[src/sv/dssw_pkg.sv]
// ----------------------------------------------------------------------------
// dssw_pkg
// Shared types, constants and the segment table of the decimal
// seven-segment writer.
// ----------------------------------------------------------------------------
package dssw_pkg;

    // Field widths
    localparam int NUMBER_W    = 32;
    localparam int VALUE_W     = 27;   // holds any value up to the range limit
    localparam int ADDR_W      = 4;
    localparam int SEG_W       = 8;
    localparam int DIGIT_W     = 4;

    // Digit positions per number
    localparam int DIGIT_COUNT = 8;
    localparam int IDX_W       = $clog2(DIGIT_COUNT);

    // Default depth of the queue between front and back
    localparam int QUEUE_DEPTH = 2;

    // Largest value that still fits on eight digits
    localparam logic [NUMBER_W-1:0] RANGE_LIMIT = 32'd99999999;

    // Divide by ten: q = (x * RECIP_10) >> RECIP_SHIFT, exact for x < 2**27
    localparam int RECIP_W     = 28;
    localparam int RECIP_SHIFT = 31;
    localparam logic [RECIP_W-1:0] RECIP_10 = 28'd214748365;

    // Segment patterns that are not decimal digits
    localparam logic [SEG_W-1:0] PAT_DOT   = 8'h80;
    localparam logic [SEG_W-1:0] PAT_BLANK = 8'h00;

    // Classes of a number
    typedef logic [1:0] t_cls;
    localparam t_cls CLS_DIGITS = 2'd0;
    localparam t_cls CLS_ZERO   = 2'd1;
    localparam t_cls CLS_OVER   = 2'd2;

    // Queue word between front and back
    typedef struct packed {
        t_cls                cls;
        logic [VALUE_W-1:0]  value;
    } t_item;

    // Seven-segment pattern of one decimal digit, bit0 is segment a
    function automatic logic [SEG_W-1:0] seg_of_digit(input logic [DIGIT_W-1:0] digit);
        logic [SEG_W-1:0] pat;
        case (digit)
            4'd0:    pat = 8'h3F;
            4'd1:    pat = 8'h06;
            4'd2:    pat = 8'h5B;
            4'd3:    pat = 8'h4F;
            4'd4:    pat = 8'h66;
            4'd5:    pat = 8'h6D;
            4'd6:    pat = 8'h7D;
            4'd7:    pat = 8'h07;
            4'd8:    pat = 8'h7F;
            4'd9:    pat = 8'h6F;
            default: pat = PAT_BLANK;
        endcase
        return pat;
    endfunction

endpackage

[src/sv/dssw_queue.sv]
// ----------------------------------------------------------------------------
// dssw_queue
// Short FIFO of classified words between front and back.
// ----------------------------------------------------------------------------
module dssw_queue #(
    parameter int DEPTH = dssw_pkg::QUEUE_DEPTH
) (
    input  logic                i_clk,
    input  logic                i_rst_n,
    input  logic                i_push,
    input  dssw_pkg::t_item     i_push_item,
    output logic                o_full,
    input  logic                i_pop,
    output logic                o_head_valid,
    output dssw_pkg::t_item     o_head
);

    localparam int PTR_W = (DEPTH > 1) ? $clog2(DEPTH) : 1;
    localparam int CNT_W = $clog2(DEPTH + 1);

    dssw_pkg::t_item    r_mem [DEPTH];
    logic [PTR_W-1:0]   r_wr_ptr;
    logic [PTR_W-1:0]   r_rd_ptr;
    logic [CNT_W-1:0]   r_count;
    logic [PTR_W-1:0]   n_wr_ptr;
    logic [PTR_W-1:0]   n_rd_ptr;
    logic [CNT_W-1:0]   n_count;

    assign o_full       = (r_count == CNT_W'(DEPTH));
    assign o_head_valid = (r_count != '0);
    assign o_head       = r_mem[r_rd_ptr];

    // Pointer and fill count
    always_comb begin
        n_wr_ptr = r_wr_ptr;
        n_rd_ptr = r_rd_ptr;
        n_count  = r_count;
        if (i_push) begin
            n_wr_ptr = (r_wr_ptr == PTR_W'(DEPTH - 1)) ? '0 : r_wr_ptr + 1'b1;
        end
        if (i_pop) begin
            n_rd_ptr = (r_rd_ptr == PTR_W'(DEPTH - 1)) ? '0 : r_rd_ptr + 1'b1;
        end
        if (i_push && !i_pop) begin
            n_count = r_count + 1'b1;
        end else if (i_pop && !i_push) begin
            n_count = r_count - 1'b1;
        end
    end

    always_ff @(posedge i_clk) begin
        if (!i_rst_n) begin
            r_wr_ptr <= '0;
            r_rd_ptr <= '0;
            r_count  <= '0;
        end else begin
            r_wr_ptr <= n_wr_ptr;
            r_rd_ptr <= n_rd_ptr;
            r_count  <= n_count;
        end
    end

    // Storage
    always_ff @(posedge i_clk) begin
        if (i_push) begin
            r_mem[r_wr_ptr] <= i_push_item;
        end
    end

endmodule

[config.mk]
export PLATFORM = sky130hd
export DESIGN_NAME = dssw_queue
export DESIGN_NICKNAME = d
export VERILOG_FILES = /design/src/sv/dssw_pkg.sv /design/src/sv/dssw_queue.sv
export SDC_FILE = /design/constraint.sdc
export NUM_CORES = 1
export LEC_CHECK = 0
export BUFFER_PORTS_ARGS = -buffer_cell sky130_fd_sc_hd__buf_2
export CAP_MARGIN = 30
export CORE_MARGIN = 2
export CORE_UTILIZATION = 35
export DETAILED_ROUTE_END_ITERATION = 12
export HOLD_SLACK_MARGIN = 0.05
export SKIP_CTS_REPAIR_TIMING = 1
export SLEW_MARGIN = 20
export SYNTH_ARGS = -nofsm -noshare
export SYNTH_HDL_FRONTEND = slang
export SYNTH_SLANG_ARGS = --single-unit
[constraint.sdc]
create_clock -name i_clk -period 5.4 [get_ports i_clk]
set_input_delay 1.08 -clock i_clk [delete_from_list [all_inputs] [get_ports i_clk]]
set_output_delay 1.08 -clock i_clk [all_outputs]
set_load 0.05 [all_outputs]
==> out/metrics.cfg, run 1 <==
[route]
drt-initial-drc-count = 40
remaining_drc_errors = 0
drt_wl_total_um = 4070
vias_per_cell = 4.62
drt.antenna.violating_nets = 0
wl_per_cell_um = 15.2
drtPass1Iterations = 4
vias = 1233

[floorplanning]
pin_count = 64
die-area_um2 = 7280
rows = 29
die_y_um = 85.3
start_util_pct = 36.2
core_um2 = 6390
die_x_um = 85.3

[synthesis]
yosysSeqAreaShare_pct = 79.6
syn-instance-count = 112
ys_warn_count = 0
avgSynthCellArea_um2 = 20.7
synth_area_um2 = 2310
synth_nets = 146
ys_ff_latch = 63
synth.distinct_cells = 18

[clock_network]
clk_pin_slew_ns = 0.06
clock_latency_ns = 0.33
cts_root_buf = clkbuf_8
h-tree-depth = 3
cts_made_buffers = 9
cts_sinks = 63
cts_buffer_depth = 2
cts_tree = yes

[final_layout]
diodes = 0
drive_above_1_share_pct = 58.4
stdcell_count = 267
nNetsFinal = 220
area_growth_pct = 26.6

[placement]
port_buffers = 63
gp_congestion = 0.760
post-dp-hpwl_um = 2790
place_inst = 252

[run_status]
outcome = finished clean

[sta]
hold_violations = 0
whs_ns = 0.521
min_period_ns = 2.88
slew_headroom_pct = 62.2
fin_crit_sh_pct = 53.4
fin_setup_tns_ns = 0
worst_slew_pin_slew_ns = 0.564
rsz0062_at_grt = no
finalClockSkew_ns = 0.00457
slew_violations = 0
setup_viol = 0
fmax_mhz = 347

[critical_path]
cp_top_family = buffers and inverters
cp_max_fo = 23
r2r-end = r_mem[1][13]
slowest_delay_ns = 0.48
cp.required_ns = 4.32
worstRegToRegCells = 2
critPathArrivalTime_ns = 1.80
end_kind = output port
r2r_start = r_wr_ptr
startpoint_type = flop
r2r_setup_slack_ns = 3.84
critical_path_class = flop to output port
crit_buf_inv = 2
path_cells = buf_4 -> mux2_2 -> buf_2
slowest_stage = dfxtp_1

[worst_hold_path]
hp-class = flop to flop
worstHoldPathCells = 2
holdPathEnd = r_count[1]
hp-start = r_count[1]

[grt]
antenna_found_initial = 0
grt_pass1_vias = 1351
grt_max_degree = 24
grt_overflow_total = 0
grt_pass1_wl_um = 6620
grt_usage_pct = 12.4

[pwr]
peakVddDrop_uv = 224
power.density_nw_per_um2 = 404
p_leak_nw = 1.12
total_power_mw = 1.18

[job]
maxCapViolCount = 0

-- logic make-up (layout without fill, tap and decap cells) --
family / after synthesis / after routing / share of synthesized area, %
flip-flops: 63 / 63 / 79.6
multiplexers: 29 / 29 / 14.1
AND/OR/NAND/NOR: 9 / 9 / 2.54
buffers and inverters: 4 / 82 / 1.19
AO/OA/AOI/OAI: 3 / 3 / 0.865
XOR/XNOR: 3 / 3 / 1.14
adder cells (fa/ha/maj): 1 / 1 / 0.541
-- worst max-delay path by stage --
stage            from     endpoint  slack (ns)  depth (start not counted)
2_1_floorplan  i_push  r_mem[0][0]        2.55                          1
3_3_place_gp     flop   o_head[21]        2.89                          3
3_5_place_dp     flop   o_head[21]        2.84                          3
4_1_cts          flop   o_head[21]        2.47                          3
5_1_grt          flop    o_head[6]        2.41                          3
6_report         flop   o_head[21]        2.52                          3
-- layout by cell type, fill, tap and decap left out, types with 2 or more instances in the layout --
cell	count
buf_2	63
edfxtp_1	58
mux2_2	29
clkbuf_8	9
dfxtp_1	5
and2_1	4
buf_4	3
xor2_1	2
bufinv_16	2
clkinv_2	2
-- per-layer routing --
layer  vias to the layer above  GRT usage [%]  wire length (um)
li1                        577              -                 -
met1                       592           13.9              1700
met2                        55           20.2              1970
met3                         9           4.47               309
met4                         0           7.79                89
met5                         -              0                 0
-- synth_stat cells (all sizes together) --
master	number	area (um2)
a21boi	1	7.51
and2	4	25.0
and2b	1	8.76
buf	3	23.8
dfxtp	5	100
edfxtp	58	1740
ha	1	12.5
inv	1	3.75
mux2	29	327
nor2b	2	12.5
o21a	1	7.51
o21ai	1	5.00
or2	1	6.26
or3	1	6.26
xnor2	1	8.76
xor2	2	17.5
-- layout make-up --
| type | instances | area (um2) |
|---|---|---|
| Sequential cell | 63 | 1840 |
| Clock buffer | 10 | 128 |
| Tap cell | 77 | 96.3 |
| Timing Repair Buffer | 66 | 338 |
| Clock inverter | 5 | 73.8 |
| Multi-Input combinational cell | 45 | 447 |
| Fill cell | 562 | 3460 |
| Inverter | 1 | 3.75 |
-- power breakdown --
group          total, mW  switching (mW)  leakage, nW  internal, mW
sequential         0.572         0.00922        0.586         0.562
combinational      0.190           0.133        0.434        0.0571
clock              0.420           0.166        0.104         0.254
total               1.18           0.308         1.12         0.874
-- worst min-delay path, cell delays in order, from the launching register on --
cell and delay, ns:
dfxtp_1 0.33, o21ai_0 0.09, a21boi_1 0.06
-- state kept, by name, indices dropped and copies added, names as in the netlist, named ones only --
register and count:
r_rd_ptr 1, r_mem 58, r_wr_ptr 1, r_count 2
-- metrics by stage --
| step | util (%) | setup WS, ns | cell area (um2) |
|---|---|---|---|
| finish | 45.8 | 2.52 | 2930 |
| global route | 45.8 | 2.41 | 2930 |
| CTS | 45.8 | 2.47 | 2930 |
| detailed placement | 42.7 | 2.84 | 2730 |
| global placement | 42.7 | 2.89 | 2730 |
| floorplan | - | 2.55 | 2310 |
No activity file was read; power rests on OpenSTA's default activity.
==> run 2, diff against run 1 <==
ABC_AREA = 1   (was unset)
clock period = 2.7 ns   (was 5.4 ns; I/O delays follow)
==> run 2 against run 1 <==
Wire length down 4.5%. Cell count up 5.2%. Die area up 2.0%. Highest routed layer unchanged. Synthesized cell count up 12%. First-iteration DRC count up 83%. Worst setup slack worse by 2.0 ns. Largest power group unchanged.
==> out/metrics.cfg, run 2 <==
[pwr]
peakVddDrop_uv = 291
p_leak_nw = 1.20
total_power_mw = 2.33
power.density_nw_per_um2 = 775

[floorplanning]
pin_count = 64
core_um2 = 6420
start_util_pct = 36.8
die_x_um = 86.1
rows = 29
die_y_um = 86.1
die-area_um2 = 7420

[grt]
grt_overflow_total = 0
grt_pass1_wl_um = 6070
grt_max_degree = 30
antenna_found_initial = 0
grt_usage_pct = 11.1
grt_pass1_vias = 1292

[placement]
postPlaceCellArea_um2 = 2800
dp_slack_ns = 0.840
post-dp-hpwl_um = 2600
place_inst = 265
port_buffers = 63
gp_congestion = 0.672

[final_layout]
largest_reg_flops = 58
drive_above_1_share_pct = 52.9
layout_commonest_cell = buf_2
largestRegisters = r_mem x58, r_count x2
final_util_pct = 46.7
area_growth_pct = 27.0
stdcell_count = 281
nNetsFinal = 233
diodes = 0
layout_common_cells = buf_2, edfxtp_1, mux2_2
final_area_um2 = 3000
fill_cells = 565
regMostFlops = r_mem

[clock_network]
clk_pin_slew_ns = 0.06
cts_sinks = 63
cts_tree = yes
cts_buffer_depth = 2
cts_made_buffers = 9
h-tree-depth = 3
clock_latency_ns = 0.32
cts_root_buf = clkbuf_8

[critical_path]
r2r_setup_slack_ns = 1.32
worstRegToRegCells = 3
slowest_delay_ns = 0.49
r2r_start = r_wr_ptr
path_cells = buf_12 -> mux2_2 -> buf_2
startpoint_type = flop
r2r-end = r_mem[1][0]
slowest_stage = dfxtp_1
cp_top_family = flip-flops
crit_buf_inv = 2
critical_path_class = flop to output port
critPathArrivalTime_ns = 1.62
cp.required_ns = 2.16
end_kind = output port
cp_max_fo = 24

[sta]
min_period_ns = 2.16
fin_crit_sh_pct = 80.1
fmax_mhz = 462
setup_ws_ns = 0.537
rsz0062_at_grt = no
worst_slew_pin_slew_ns = 0.543
setup_viol = 0
slew_violations = 0
whs_ns = 0.408
hold_violations = 0
finalClockSkew_ns = 0.00581
fin_setup_tns_ns = 0
slew_headroom_pct = 63.8

[route]
remaining_drc_errors = 0
wl_per_cell_um = 13.8
vias_per_cell = 4.44
drtPass1Iterations = 4
drt-initial-drc-count = 73
vias = 1248
drt.antenna.violating_nets = 0
drt_wl_total_um = 3880

[synthesis]
syn-instance-count = 125
synth_area_um2 = 2360
yosysSeqAreaShare_pct = 78.0
yosysMostFrequentCell = edfxtp_1
synth.distinct_cells = 14
ys_top_cells_by_count = edfxtp_1, mux2_2, mux2_4, nand2_1
synth_flop_cell = edfxtp_1
async_reset_ff_share_pct = 0
yosysTopAreaCell = edfxtp_1
yosys-top-cells-area = edfxtp_1, mux2_2, mux2_4, dfxtp_1, nand2_1
synth_edf_count = 58
avgSynthCellArea_um2 = 18.9
ys_ff_latch = 63
yosysTopAreaCellShare_pct = 73.8
ys_warn_count = 0
synth_nets = 159

[worst_hold_path]
worstHoldPathCells = 1
hp-class = primary input to flop
holdPathEnd = r_mem[0][10]
hp-start = i_push_item[10]

[run_status]
outcome = finished clean

[job]
maxCapViolCount = 0

run 2: power by group:
part | switching, mW | internal, mW | total (mW)
logic | 0.242 | 0.108 | 0.350
clock network | 0.322 | 0.513 | 0.835
registers | 0.0155 | 1.13 | 1.14
run 2: cell type report:
cell class	count	area [um2]	share of cell area (%)
clock buffers	11	131	4.38
clock inverters	5	72.6	2.42
inverters	8	30.0	1.00
multi-input cells	51	464	15.5
flip-flops and latches	63	1840	61.4
well taps	77	96.3	3.21
repair buffers	66	363	12.1
run 2: kinds of logic after synthesis:
group / count (synthesis) / synth area share [%]
buffers and inverters: 11 / 2.44
flip-flops: 63 / 78.0
adder cells (fa/ha/maj): 1 / 0.530
AND/OR/NAND/NOR: 19 / 3.18
AO/OA/AOI/OAI: 2 / 0.424
multiplexers: 29 / 15.4
run 2: per-layer routing:
layer	vias to the layer above	GRT usage [%]	wire length (um)
li1	611	-	-
met1	592	13.3	1760
met2	40	17.3	1850
met3	5	4.23	238
met4	0	6.06	35
met5	-	0	0
run 2: how the worst max path moves through the flow:
stage / start / to / slack, ns / cells after the start
after global placement: flop / o_head[8] / 0.86 / 3
after global routing: flop / o_head[8] / 0.41 / 3
after detailed placement: flop / o_head[8] / 0.84 / 3
after CTS: flop / o_head[8] / 0.48 / 3
final: flop / o_head[8] / 0.54 / 3
after floorplan: i_push / r_mem[0][0] / 0.48 / 2
==> run 3, diff against run 2 <==
ABC_AREA = 0   (was 1)
clock period = 2.23 ns   (was 2.7 ns; I/O delays follow)
==> run 3 against run 2 <==
Worst setup slack lost 0.33 ns. Sequential share of layout area grew 1.3 points. Non-clock buffer count up 3. First-iteration DRC count shrank 23%. Sequential power grew 21%. Combinational power increased by 33%. Hold slack worse by 0.11 ns. Clock power increased by 11%. Register-to-register slack got worse by 0.18 ns. Die area decreased by 1.9%. Critical endpoint is now o_head[21]. Largest power group unchanged.
==> out/metrics.cfg, run 3 (synthesized netlist as in run 1, its figures left out) <==
[route]
drtPass1Iterations = 4
vias = 1239
drt.antenna.violating_nets = 0
wl_per_cell_um = 15.2
remaining_drc_errors = 0
drt_wl_total_um = 4120
drt-initial-drc-count = 56
vias_per_cell = 4.57

[critical_path]
cp.required_ns = 1.78
crit_buf_inv = 2
startpoint_type = flop
critical_path_class = flop to output port
path_cells = buf_4 -> mux2_2 -> buf_2
cp_top_family = buffers and inverters
critPathArrivalTime_ns = 1.58
slowest_delay_ns = 0.42
slowest_stage = dfxtp_2
end_kind = output port
cp_max_fo = 13

[sta]
min_period_ns = 2.02
fin_crit_sh_pct = 90.6
slew_headroom_pct = 82.1
slew_violations = 0
hold_violations = 0
whs_ns = 0.302
setup_viol = 0
fmax_mhz = 495
fin_setup_tns_ns = 0
rsz0062_at_grt = no
finalClockSkew_ns = 0.00837
worst_slew_pin_slew_ns = 0.268

[floorplanning]
die-area_um2 = 7280
start_util_pct = 36.2
die_x_um = 85.3
die_y_um = 85.3
core_um2 = 6390
rows = 29
pin_count = 64

[pwr]
intPower_mw = 2.02
power.density_nw_per_um2 = 947
power_frac_comb_pct = 16.8
peakVddDrop_uv = 433
power_frac_clock_pct = 33.5
swShare_pct = 27.6
p_sw_uw = 767
p_leak_nw = 1.12
p_seq_share_pct = 49.7

[job]
maxCapViolCount = 0

[final_layout]
largestRegisters = r_mem x58, r_count x2
largest_reg_flops = 58
regMostFlops = r_mem
diodes = 0
layout_commonest_cell = buf_2
nNetsFinal = 223
fill_cells = 564
multi_input_area_um2 = 447
regArea_um2 = 1840
area_growth_pct = 27.0
layout_common_cells = buf_2, edfxtp_1, mux2_2
drive_above_1_share_pct = 59.8

[grt]
grt_pass1_wl_um = 6140
grt_usage_pct = 11.7
grt_overflow_total = 0
grt_max_degree = 20
antenna_found_initial = 0
grt_pass1_vias = 1314

[clock_network]
clock_latency_ns = 0.33
cts_buffer_depth = 2
cts_sinks = 63
cts_root_buf = clkbuf_8
h-tree-depth = 3
cts_tree = yes
cts_made_buffers = 9
clk_pin_slew_ns = 0.07

[placement]
post-dp-hpwl_um = 2900
gp_congestion = 0.759
port_buffers = 63

[run_status]
outcome = finished clean

[worst_hold_path]
hp-class = primary input to flop

-- run 3: cell types whose count changed in the layout (fill, tap and decap cells not counted), sizes merged, moves of 2 or more --
cell      previous run  this run
nand2                9         0
buf                 66        69
nor2                 8         0
xor2                 0         2
inv                  8         1
and2                 0         4
nor2b                0         2
clkinvlp             0         3
-- run 3: layout make-up --
| cell class | instances | share of cell area (%) |
|---|---|---|
| Inverter | 1 | 0.128 |
| Timing Repair Buffer | 69 | 12.3 |
| Clock inverter | 6 | 2.09 |
| Clock buffer | 10 | 4.34 |
| Tap cell | 77 | 3.28 |
| Sequential cell | 63 | 62.7 |
| Multi-Input combinational cell | 45 | 15.2 |
-- run 3: final timing paths --
kind | end | slack [ns] | depth (start not counted) | from
max | o_head[21] | 0.21 | 3 | flop
min | r_mem[1][27] | 0.30 | 1 | i_push_item[27]
max reg2reg | r_mem[1][13] | 1.14 | 2 | r_wr_ptr
min reg2reg | r_count[1] | 0.52 | 2 | r_count[1]
-- run 3: metrics by stage --
step                power (mW)  setup slack [ns]  cell area [um2]  utilization, %  cells
floorplan                 1.76            0.0139             2310               -    112
global placement          1.87             0.461             2750            43.0    255
detailed placement        1.88             0.414             2750            43.0    255
CTS                       2.82            0.0497             2940            46.0    271
global route              2.90             0.122             2940            46.0    271
finish                    2.78             0.209             2940            46.0    271
-- run 3: power by group through the flow --
stage          combinational, mW  clock, mW  sequential [mW]
4_1_cts                    0.472      0.963             1.38
2_1_floorplan              0.356          0             1.40
6_report                   0.467      0.931             1.38
3_5_place_dp               0.471          0             1.41
3_3_place_gp               0.460          0             1.41
5_1_grt                    0.490       1.02             1.39
-- run 3: routing by layer --
layer,up-vias,part of all wire (%),global-route usage [%],wire length [um]
met1,592,42,13.5,1740
met5,-,0,0,0
met2,57,50,18.7,2050
met3,4,7.3,4.09,301
met4,0,0.61,6.93,25
li1,586,-,-,-
