==> config.mk <==
export PLATFORM = sky130hd
export DESIGN_NAME = dssw_front_flat
export DESIGN_NICKNAME = d
export VERILOG_FILES = /design/src/sv/dssw_pkg.sv /design/src/sv/dssw_in_if.sv /design/src/sv/dssw_front.sv /design/src/flat_wrapper.sv
export SDC_FILE = /design/constraint.sdc
export NUM_CORES = 1
export LEC_CHECK = 0
export BUFFER_PORTS_ARGS = -buffer_cell sky130_fd_sc_hd__buf_2
export CAP_MARGIN = 20
export CELL_PAD_IN_SITES_DETAIL_PLACEMENT = 2
export CELL_PAD_IN_SITES_GLOBAL_PLACEMENT = 2
export CORE_MARGIN = 1.5
export CORE_UTILIZATION = 11
export DETAILED_ROUTE_END_ITERATION = 16
export PLACE_DENSITY_LB_ADDON = 0.1
export SETUP_SLACK_MARGIN = 0.5
export SYNTH_ARGS = -nofsm -noshare
export SYNTH_HDL_FRONTEND = slang
export SYNTH_SLANG_ARGS = --single-unit
==> constraint.sdc <==
create_clock -name vclk -period 2.28
set_clock_uncertainty 0.1 [all_clocks]
set_input_delay 0.57 -clock vclk [all_inputs]
set_output_delay 0.57 -clock vclk [all_outputs]
set_load 0.01 [all_outputs]
==> src/sv/dssw_pkg.sv <==
// ----------------------------------------------------------------------------
// dssw_pkg
// Shared types, constants and the segment table of the decimal
// seven-segment writer.
// ----------------------------------------------------------------------------
package dssw_pkg;

    // Field widths
    localparam int NUMBER_W    = 32;
    localparam int VALUE_W     = 27;   // holds any value up to the range limit
    localparam int ADDR_W      = 4;
    localparam int SEG_W       = 8;
    localparam int DIGIT_W     = 4;

    // Digit positions per number
    localparam int DIGIT_COUNT = 8;
    localparam int IDX_W       = $clog2(DIGIT_COUNT);

    // Default depth of the queue between front and back
    localparam int QUEUE_DEPTH = 2;

    // Largest value that still fits on eight digits
    localparam logic [NUMBER_W-1:0] RANGE_LIMIT = 32'd99999999;

    // Divide by ten: q = (x * RECIP_10) >> RECIP_SHIFT, exact for x < 2**27
    localparam int RECIP_W     = 28;
    localparam int RECIP_SHIFT = 31;
    localparam logic [RECIP_W-1:0] RECIP_10 = 28'd214748365;

    // Segment patterns that are not decimal digits
    localparam logic [SEG_W-1:0] PAT_DOT   = 8'h80;
    localparam logic [SEG_W-1:0] PAT_BLANK = 8'h00;

    // Classes of a number
    typedef logic [1:0] t_cls;
    localparam t_cls CLS_DIGITS = 2'd0;
    localparam t_cls CLS_ZERO   = 2'd1;
    localparam t_cls CLS_OVER   = 2'd2;

    // Queue word between front and back
    typedef struct packed {
        t_cls                cls;
        logic [VALUE_W-1:0]  value;
    } t_item;

    // Seven-segment pattern of one decimal digit, bit0 is segment a
    function automatic logic [SEG_W-1:0] seg_of_digit(input logic [DIGIT_W-1:0] digit);
        logic [SEG_W-1:0] pat;
        case (digit)
            4'd0:    pat = 8'h3F;
            4'd1:    pat = 8'h06;
            4'd2:    pat = 8'h5B;
            4'd3:    pat = 8'h4F;
            4'd4:    pat = 8'h66;
            4'd5:    pat = 8'h6D;
            4'd6:    pat = 8'h7D;
            4'd7:    pat = 8'h07;
            4'd8:    pat = 8'h7F;
            4'd9:    pat = 8'h6F;
            default: pat = PAT_BLANK;
        endcase
        return pat;
    endfunction

endpackage

==> src/sv/dssw_in_if.sv <==
// ----------------------------------------------------------------------------
// dssw_in_if
// Input channel: one number per word, valid/ready handshake.
// ----------------------------------------------------------------------------
interface dssw_in_if;

    logic                           valid;
    logic                           ready;
    logic [dssw_pkg::NUMBER_W-1:0]  number;

    modport source (output valid, output number, input ready);
    modport sink   (input valid, input number, output ready);

endinterface

==> src/sv/dssw_front.sv <==
// ----------------------------------------------------------------------------
// dssw_front
// Accepts numbers and sorts them into zero, over range and plain digits
// before they enter the queue.
// ----------------------------------------------------------------------------
module dssw_front (
    dssw_in_if.sink             i_in,
    output logic                o_push_valid,
    output dssw_pkg::t_item     o_push_item,
    input  logic                i_full
);

    dssw_pkg::t_cls cls;

    // Classify the incoming number
    always_comb begin
        if (i_in.number == '0) begin
            cls = dssw_pkg::CLS_ZERO;
        end else if (i_in.number > dssw_pkg::RANGE_LIMIT) begin
            cls = dssw_pkg::CLS_OVER;
        end else begin
            cls = dssw_pkg::CLS_DIGITS;
        end
    end

    // Only plain numbers carry a value into the back end
    always_comb begin
        o_push_item.cls   = cls;
        o_push_item.value = (cls == dssw_pkg::CLS_DIGITS) ?
                            i_in.number[dssw_pkg::VALUE_W-1:0] : '0;
    end

    assign i_in.ready   = !i_full;
    assign o_push_valid = i_in.valid && !i_full;

endmodule

==> src/flat_wrapper.sv <==
// flat-port wrapper written by rule: the top's interface ports become plain ports
module dssw_front_flat 
  (o_push_valid, o_push_item, i_full, i_in_valid, i_in_number, i_in_ready);
  dssw_in_if i_in_i ();
  output logic o_push_valid;
  output dssw_pkg::t_item o_push_item;
  input  logic i_full;
  input wire logic [$bits(i_in_i.valid)-1:0] i_in_valid;
  input wire logic [$bits(i_in_i.number)-1:0] i_in_number;
  output wire logic [$bits(i_in_i.ready)-1:0] i_in_ready;
  assign i_in_i.valid = i_in_valid;
  assign i_in_i.number = i_in_number;
  assign i_in_ready = i_in_i.ready;
  dssw_front u_core (.i_in(i_in_i), .o_push_valid(o_push_valid), .o_push_item(o_push_item), .i_full(i_full));
endmodule
==> results.py, run 1 <==
metrics = {
    "synthesis": {
        "netlist_area_um2": 445,
        "yosysSeqAreaShare": 0,
        "syn-num-nets": 119,
        "yosys_warnings": 0,
        "avgSynthCellArea_um2": 5.24,
        "syn_inst": 85,
        "ys_types": 20,
    },
    "drt": {
        "dr_total_vias": 925,
        "post_drt_wl_per_cell_um": 13.3,
        "drt-total-wl_um": 2810,
        "drc": 0,
        "drt.antenna.violating_nets": 0,
        "via_per_inst": 4.36,
        "drt_first_pass_iters": 2,
        "drt_iter0_drc": 4,
    },
    "run_status": {
        "outcome": "finished, violations left",
        "violations": "negative setup slack",
    },
    "grt": {
        "grt_max_degree": 16,
        "grt_usage": 0.126,
        "gr-total-overflow": 0,
        "grt_pass1_vias": 979,
        "antenna_found_initial": 0,
        "grt_pass1_wl_um": 4430,
    },
    "floorplan": {
        "coreArea_um2": 3770,
        "start_util": 0.118,
        "die-area_um2": 4440,
        "die_h_um": 66.6,
        "chipWidth_um": 66.6,
        "rows": 22,
        "ios": 65,
    },
    "power": {
        "swShare": 0.517,
        "clkPwrFrac": 0,
        "power.internal_mw": 0.0679,
        "max-vdd-ir-drop_uv": 53.4,
        "p_comb_frac": 1.000,
        "switchingPower_mw": 0.0725,
        "p_leak_nw": 0.554,
        "seqPwrFrac": 0,
        "total_power_mw": 0.140,
        "p_per_area_nw_per_um2": 124,
    },
    "finish": {
        "postLayoutCoreUtil": 0.301,
        "regArea_um2": 0,
        "layout.cells.non_filler": 212,
        "seq_cells": 0,
        "n_clock_buffer": 0,
        "diodes": 0,
        "drive_gt1_frac": 0.720,
        "syn_to_final_growth_pct": 155,
        "final_area_um2": 1140,
        "finalNetCount": 200,
    },
    "min_path": {
        "hold_path_end": "i_in_ready",
        "min_path_cells": 3,
        "holdCritStartpoint": "i_full",
        "hp-class": "primary input to primary output",
    },
    "cts": {
        "cts_setup_buffers": 0,
    },
    "critical_path": {
        "endpoint_kind": "primary output",
        "arrival_ns": 1.78,
        "cp.required_ns": 1.61,
        "crit_path_start_kind": "primary input",
        "crit_fanout": 15,
        "path_class": "primary input to primary output",
    },
    "placement": {
        "port_buffers": 65,
        "hpwl_um": 2480,
        "preCtsSetupSlack_ns": -0.292,
        "routabilityCongestion": 0.818,
        "placed_cell_area_um2": 1080,
        "dp.cells": 212,
    },
    "flow_run": {
        "max_cap_violations": 0,
    },
    "sta": {
        "finalCritPeriodShare": 1.08,
        "hold_violations": 0,
        "slew_viol_final": 0,
        "finalSetupTns_ns": -3.55,
        "fmax_mhz": 407,
        "holdWs_ns": 1.28,
        "finalSetupViolCount": 29,
        "period_needed_ns": 2.45,
        "relSlewSlack": 0.770,
        "setup_ws_ns": -0.174,
        "worst_pin_slew_ns": 0.342,
        "rsz0062_at_grt": "true",
    },
}
## power by group through the flow
stage	sequential [mW]	clock [mW]	combinational (mW)
final	0	0	0.140
after global routing	0	0	0.154
after CTS	0	0	0.142
after detailed placement	0	0	0.137
after global placement	0	0	0.132
after floorplan	0	0	0.0486
## worst max-delay path, stage by stage
cell and delay, ns:
buf_6 0.09, or3_4 0.38, nor3_4 0.20, buf_12 0.18, nand2b_4 0.08, nor4_4 0.12, buf_2 0.17
## layer usage
layer,vias up,global-route usage,routed length [µm]
met5,-,0,0
met4,0,0,0
met3,0,0.00507,145
met2,32,0.249,1530
met1,432,0.158,1140
li1,461,-,-
## layout make-up
| type | count | area [µm²] |
|---|---|---|
| multi-input cells | 77 | 527 |
| fillers | 468 | 2640 |
| inverters | 2 | 7.51 |
| well taps | 48 | 60.1 |
| repair buffers | 85 | 542 |
## synthesized netlist by cell type
library cell	n	area, µm²
a21bo_2	1	10.0
a21oi_1	26	130
a41o_1	1	10.0
and3b_2	1	10.0
and4_1	1	8.76
buf_6	2	22.5
clkbuf_1	4	15.0
inv_1	2	7.51
nand2_1	29	109
nand2b_2	1	8.76
nand3_1	2	10.0
nand4_1	1	6.26
nor2_1	3	11.3
nor2b_1	1	6.26
nor3_1	2	10.0
nor3_4	1	16.3
nor4_1	4	25.0
nor4_2	1	12.5
o21ai_1	1	5.00
or3_4	1	11.3
## cells in the final DEF, fill, tap and decap left out, types with 2 or more instances in the layout
master	netlist	layout
nor2_1	3	2
nand3_1	2	2
nand2_1	29	29
inv_1	2	2
nor4_1	4	4
a21oi_2	0	24
buf_2	0	61
a21oi_1	26	2
buf_6	2	5
nor3_1	2	2
buf_4	0	16
buf_12	0	3
## worst max path at each step
stage | start | end | depth (start not counted)
2_1_floorplan | i_in_number[27] | o_push_item[10] | 5
3_3_place_gp | i_in_number[27] | o_push_item[27] | 7
3_5_place_dp | i_in_number[27] | o_push_item[28] | 6
4_1_cts | i_in_number[27] | o_push_item[27] | 7
5_1_grt | i_in_number[27] | o_push_item[24] | 7
6_report | i_in_number[27] | o_push_item[27] | 7
## repair_timing
item / 4_1_cts / 5_1_grt
endpoints found under the setup margin: 29 / 29
pin swaps: 1 / 0
endpoints found under the hold margin: 0 / 0
cloned: 0 / 0
hold buffers: 0 / 0
gates resized for setup: 8 / 2
## cell families (layout without fill, tap and decap cells)
kind of cell    count (synthesis)  count (layout)  share of synthesized area
compound gates                 29              29                      0.348
buf+inv                         8              87                      0.101
simple gates                   48              48                      0.551
(Power assumes the default switching activity.)
==> inputs of run 2 (changes only) <==
Settings changed: SETUP_SLACK_MARGIN 0.5 to default.
==> run 2 against run 1 <==
Compared with the run above:
- the flow still finishes with violations (negative setup slack)
- non-clock buffer count is 12 higher
- utilization is 4.3 points higher
- worst hold slack better by 0.0019 ns
- first-iteration DRC count grew to 3.3 times the previous value
- worst setup slack worse by 0.049 ns
- flip-flop and latch count stayed put
- die area stayed put
- final area is 14% higher
- largest power group unchanged
- highest routed layer unchanged
==> results.py, run 2 (synthesis gave the netlist of run 1 again) <==
metrics = {
    "run_status": {
        "outcome": "finished, violations left",
        "violations": "negative setup slack",
    },
    "power": {
        "switchingPower_mw": 0.0833,
        "total_power_mw": 0.161,
        "p_per_area_nw_per_um2": 124,
        "clkPwrFrac": 0,
        "power.internal_mw": 0.0779,
        "max-vdd-ir-drop_uv": 32.9,
        "p_leak_nw": 0.647,
        "seqPwrFrac": 0,
        "swShare": 0.517,
        "p_comb_frac": 1.000,
    },
    "min_path": {
        "min_path_cells": 3,
        "hp-class": "primary input to primary output",
    },
    "floorplan": {
        "coreArea_um2": 3770,
        "ios": 65,
        "die-area_um2": 4440,
        "chipWidth_um": 66.6,
        "start_util": 0.118,
        "die_h_um": 66.6,
        "rows": 22,
    },
    "finish": {
        "finalNetCount": 212,
        "drive_gt1_frac": 0.881,
        "postLayoutCoreUtil": 0.344,
        "final_common_cell": "buf_2",
        "fill_cells": 460,
        "mostFrequentLayoutCells": "buf_2, buf_4, a21oi_2",
        "syn_to_final_growth_pct": 191,
        "n_clock_buffer": 0,
        "seq_cells": 0,
        "regArea_um2": 0,
        "diodes": 0,
    },
    "drt": {
        "drt-total-wl_um": 3040,
        "drc": 0,
        "drt_iter0_drc": 13,
        "drt_first_pass_iters": 3,
        "via_per_inst": 4.33,
        "dr_total_vias": 971,
        "drt.antenna.violating_nets": 0,
        "post_drt_wl_per_cell_um": 13.5,
    },
    "sta": {
        "finalSetupTns_ns": -4.80,
        "holdWs_ns": 1.28,
        "relSlewSlack": 0.740,
        "hold_violations": 0,
        "rsz0062_at_grt": "true",
        "setup_ws_ns": -0.223,
        "finalSetupViolCount": 29,
        "fmax_mhz": 399,
        "slew_viol_final": 0,
        "period_needed_ns": 2.50,
        "worst_pin_slew_ns": 0.387,
        "finalCritPeriodShare": 1.10,
    },
    "placement": {
        "preCtsSetupSlack_ns": -0.251,
        "hpwl_um": 2540,
        "routabilityCongestion": 0.698,
        "port_buffers": 65,
    },
    "critical_path": {
        "cp.required_ns": 1.61,
        "path_class": "primary input to primary output",
        "endpoint_kind": "primary output",
        "arrival_ns": 1.83,
        "crit_path_start_kind": "primary input",
        "crit_fanout": 7,
    },
    "grt": {
        "grt_pass1_vias": 1063,
        "antenna_found_initial": 0,
        "grt_max_degree": 11,
        "grt_usage": 0.133,
        "grt_pass1_wl_um": 4660,
        "gr-total-overflow": 0,
    },
    "flow_run": {
        "max_cap_violations": 0,
    },
    "cts": {
        "ctsHoldBuffers": 0,
    },
}
[run 2: cell types whose count changed in the layout (fill, tap and decap cells not counted), sizes merged]
cell,before,now
buf,85,97
[run 2: worst paths after layout]
check                      startpoint  slack, ns         endpoint
worst max-delay path  i_in_number[27]      -0.22  o_push_item[27]
worst min-delay path           i_full       1.28       i_in_ready
[run 2: through the flow]
stage	instance area (µm²)	std cells
after floorplan	572	85
after global placement	1120	218
after detailed placement	1120	218
after CTS	1240	223
after global routing	1300	224
final	1300	224
[run 2: cell type report]
| type | instances | area, µm² | share of cell area |
|---|---|---|---|
| Inverter | 2 | 7.51 | 0.00579 |
| Multi-Input combinational cell | 77 | 601 | 0.463 |
| Tap cell | 48 | 60.1 | 0.0463 |
| Timing Repair Buffer | 97 | 629 | 0.485 |
[run 2: power groups by stage]
stage	Combinational, mW	Clock, mW	Sequential (mW)
final	0.161	0	0
after CTS	0.153	0	0
after floorplan	0.0478	0	0
after global routing	0.176	0	0
after global placement	0.134	0	0
after detailed placement	0.138	0	0
[run 2: layer usage]
metal  global-route usage  share of wire
met1                0.146           0.40
met2                0.284           0.53
met3               0.0135          0.071
met4                    0              0
met5                    0              0
[run 2: repair_timing]
action                                  in CTS  in global routing
setup buffers                                4                  1
cloned                                       1                  0
gates resized for setup                     15                 12
pin swaps                                    5                  4
endpoints found under the setup margin      29                 29
[run 2: critical path, stage by stage]
cell and delay (ns):
buf_6 0.09, or3_4 0.38, nor3_4 0.15, buf_12 0.14, nand2b_2 0.07, nor4_2 0.26
buf_2 0.17
==> inputs of run 3 (changes only) <==
Settings changed: ABC_AREA from default to 1, CORE_UTILIZATION 11 to 14.
==> run 3 against run 2 <==
Compared with the run above:
- the flow still finishes with violations (negative setup slack)
- final area rose by 9.7%
- cell count rose by 13%
- combinational power fell by 11%
- first-iteration DRC count fell by 54%
- clock-buffer cell count did not move
- critical path type unchanged
- via count rose by 0.51%
- utilization rose by 0.68 points
- synthesized area rose by 35%
- fmax rose by 5.7%
- sequential share of layout area did not move
- power fell by 12%
==> results.py, run 3 <==
metrics = {
    "finish": {
        "drive_gt1_frac": 0.750,
        "regArea_um2": 0,
        "finalNetCount": 240,
        "fill_cells": 479,
        "final_common_cell": "buf_2",
        "syn_to_final_growth_pct": 137,
        "final_area_um2": 1420,
        "layout.cells.non_filler": 254,
        "multi_input_area_um2": 553,
        "seq_cells": 0,
        "diodes": 0,
        "postLayoutCoreUtil": 0.351,
        "mostFrequentLayoutCells": "buf_2, buf_6, nor2_4",
        "n_clock_buffer": 0,
    },
    "sta": {
        "period_needed_ns": 2.37,
        "worst_pin_slew_ns": 0.232,
        "setup_ws_ns": -0.0882,
        "finalCritPeriodShare": 1.04,
        "fmax_mhz": 422,
        "hold_violations": 0,
        "rsz0062_at_grt": "true",
        "finalSetupViolCount": 28,
        "slew_viol_final": 0,
        "relSlewSlack": 0.844,
        "holdWs_ns": 1.28,
    },
    "synthesis": {
        "yosys_warnings": 0,
        "synth_top_cell_by_area": "inv_1",
        "avgSynthCellArea_um2": 5.02,
        "synth_top_cells_by_area": "inv_1, nor2_1, nor2_2",
        "syn_inst": 120,
        "yosysMostFrequentCell": "inv_1",
        "yosysTopAreaCellShare": 0.218,
        "syn-num-nets": 154,
        "netlist_area_um2": 602,
        "yosysSeqAreaShare": 0,
        "ys_types": 15,
        "synth_common_cells": "inv_1, nor2_1, nand2_1, nor2_2, nor2_4",
    },
    "power": {
        "p_per_area_nw_per_um2": 100,
        "max-vdd-ir-drop_uv": 39.4,
        "p_leak_nw": 0.754,
    },
    "drt": {
        "drt-total-wl_um": 2770,
        "post_drt_wl_per_cell_um": 10.9,
        "drt_first_pass_iters": 2,
        "via_per_inst": 3.84,
        "drt_iter0_drc": 6,
        "drc": 0,
        "drt.antenna.violating_nets": 0,
        "dr_total_vias": 976,
    },
    "critical_path": {
        "cp.required_ns": 1.61,
        "crit_fanout": 6,
        "path_class": "primary input to primary output",
        "endpoint_kind": "primary output",
        "crit_path_start_kind": "primary input",
        "arrival_ns": 1.70,
    },
    "flow_run": {
        "max_cap_violations": 0,
    },
    "min_path": {
        "hp-class": "primary input to primary output",
    },
    "grt": {
        "antenna_found_initial": 0,
        "grt_pass1_wl_um": 4080,
        "grt_max_degree": 8,
        "grt_pass1_vias": 993,
        "gr-total-overflow": 0,
        "grt_usage": 0.111,
    },
    "placement": {
        "hpwl_um": 2490,
        "placed_cell_area_um2": 1100,
        "dp.cells": 251,
        "routabilityCongestion": 0.666,
        "port_buffers": 65,
        "preCtsSetupSlack_ns": -0.134,
    },
    "floorplan": {
        "coreArea_um2": 4060,
        "die-area_um2": 4700,
        "die_h_um": 68.6,
        "chipWidth_um": 68.6,
        "rows": 23,
        "start_util": 0.148,
        "ios": 65,
    },
    "cts": {
        "ctsHoldBuffers": 0,
    },
    "run_status": {
        "violations": "negative setup slack",
        "outcome": "finished, violations left",
    },
}
-- run 3: worst paths after layout --
path	depth (start not counted)	slack, ns	start	to
setup / recovery	10	-0.09	i_in_number[30]	o_push_item[20]
hold / removal	3	1.28	i_full	i_in_ready
-- run 3: final cells by class --
cell class	instances	share of cell area
Timing Repair Buffer	86	0.471
Multi-Input combinational cell	82	0.388
Inverter	36	0.0967
Tap cell	50	0.0439
-- run 3: kinds of logic (layout without fill, tap and decap cells) --
family / Yosys count / after routing / synth area share
compound gates: 1 / 1 / 0.00831
buf+inv: 38 / 122 / 0.283
simple gates: 81 / 81 / 0.709
-- run 3: timing repair --
item / 4_1_cts / 5_1_grt
setup buffers: 2 / 0
gates cloned: 1 / 0
gates resized for setup: 40 / 41
pin swaps: 15 / 15
endpoints found under the setup margin: 27 / 29
-- run 3: through the flow --
stage	TNS [ns]	power [mW]
CTS	-3.25	0.130
floorplan	0	0.0476
global route	-4.53	0.157
detailed placement	-3.23	0.116
global placement	-1.75	0.108
finish	-1.95	0.143
-- run 3: worst max-delay path: stages --
cell and delay [ns]:
buf_6 0.09, inv_2 0.04, nand2_2 0.06, nor2_4 0.16, nand2_2 0.08, nor2_4 0.13, nand3_4 0.16, buf_16 0.20
nor2_4 0.10, buf_6 0.10
-- run 3: where the power goes --
part	switching (mW)	leakage, nW	internal, mW
Combinational	0.0743	0.754	0.0683
Sequential	0	0	0
Clock	0	0	0
Total	0.0743	0.754	0.0683
-- run 3: layer usage --
layer / up-vias / GRT usage / share of wire
met5: - / 0 / 0
met4: 0 / 0 / 0
met3: 0 / 0.00974 / 0.065
met2: 35 / 0.255 / 0.61
met1: 439 / 0.107 / 0.32
li1: 502 / - / -
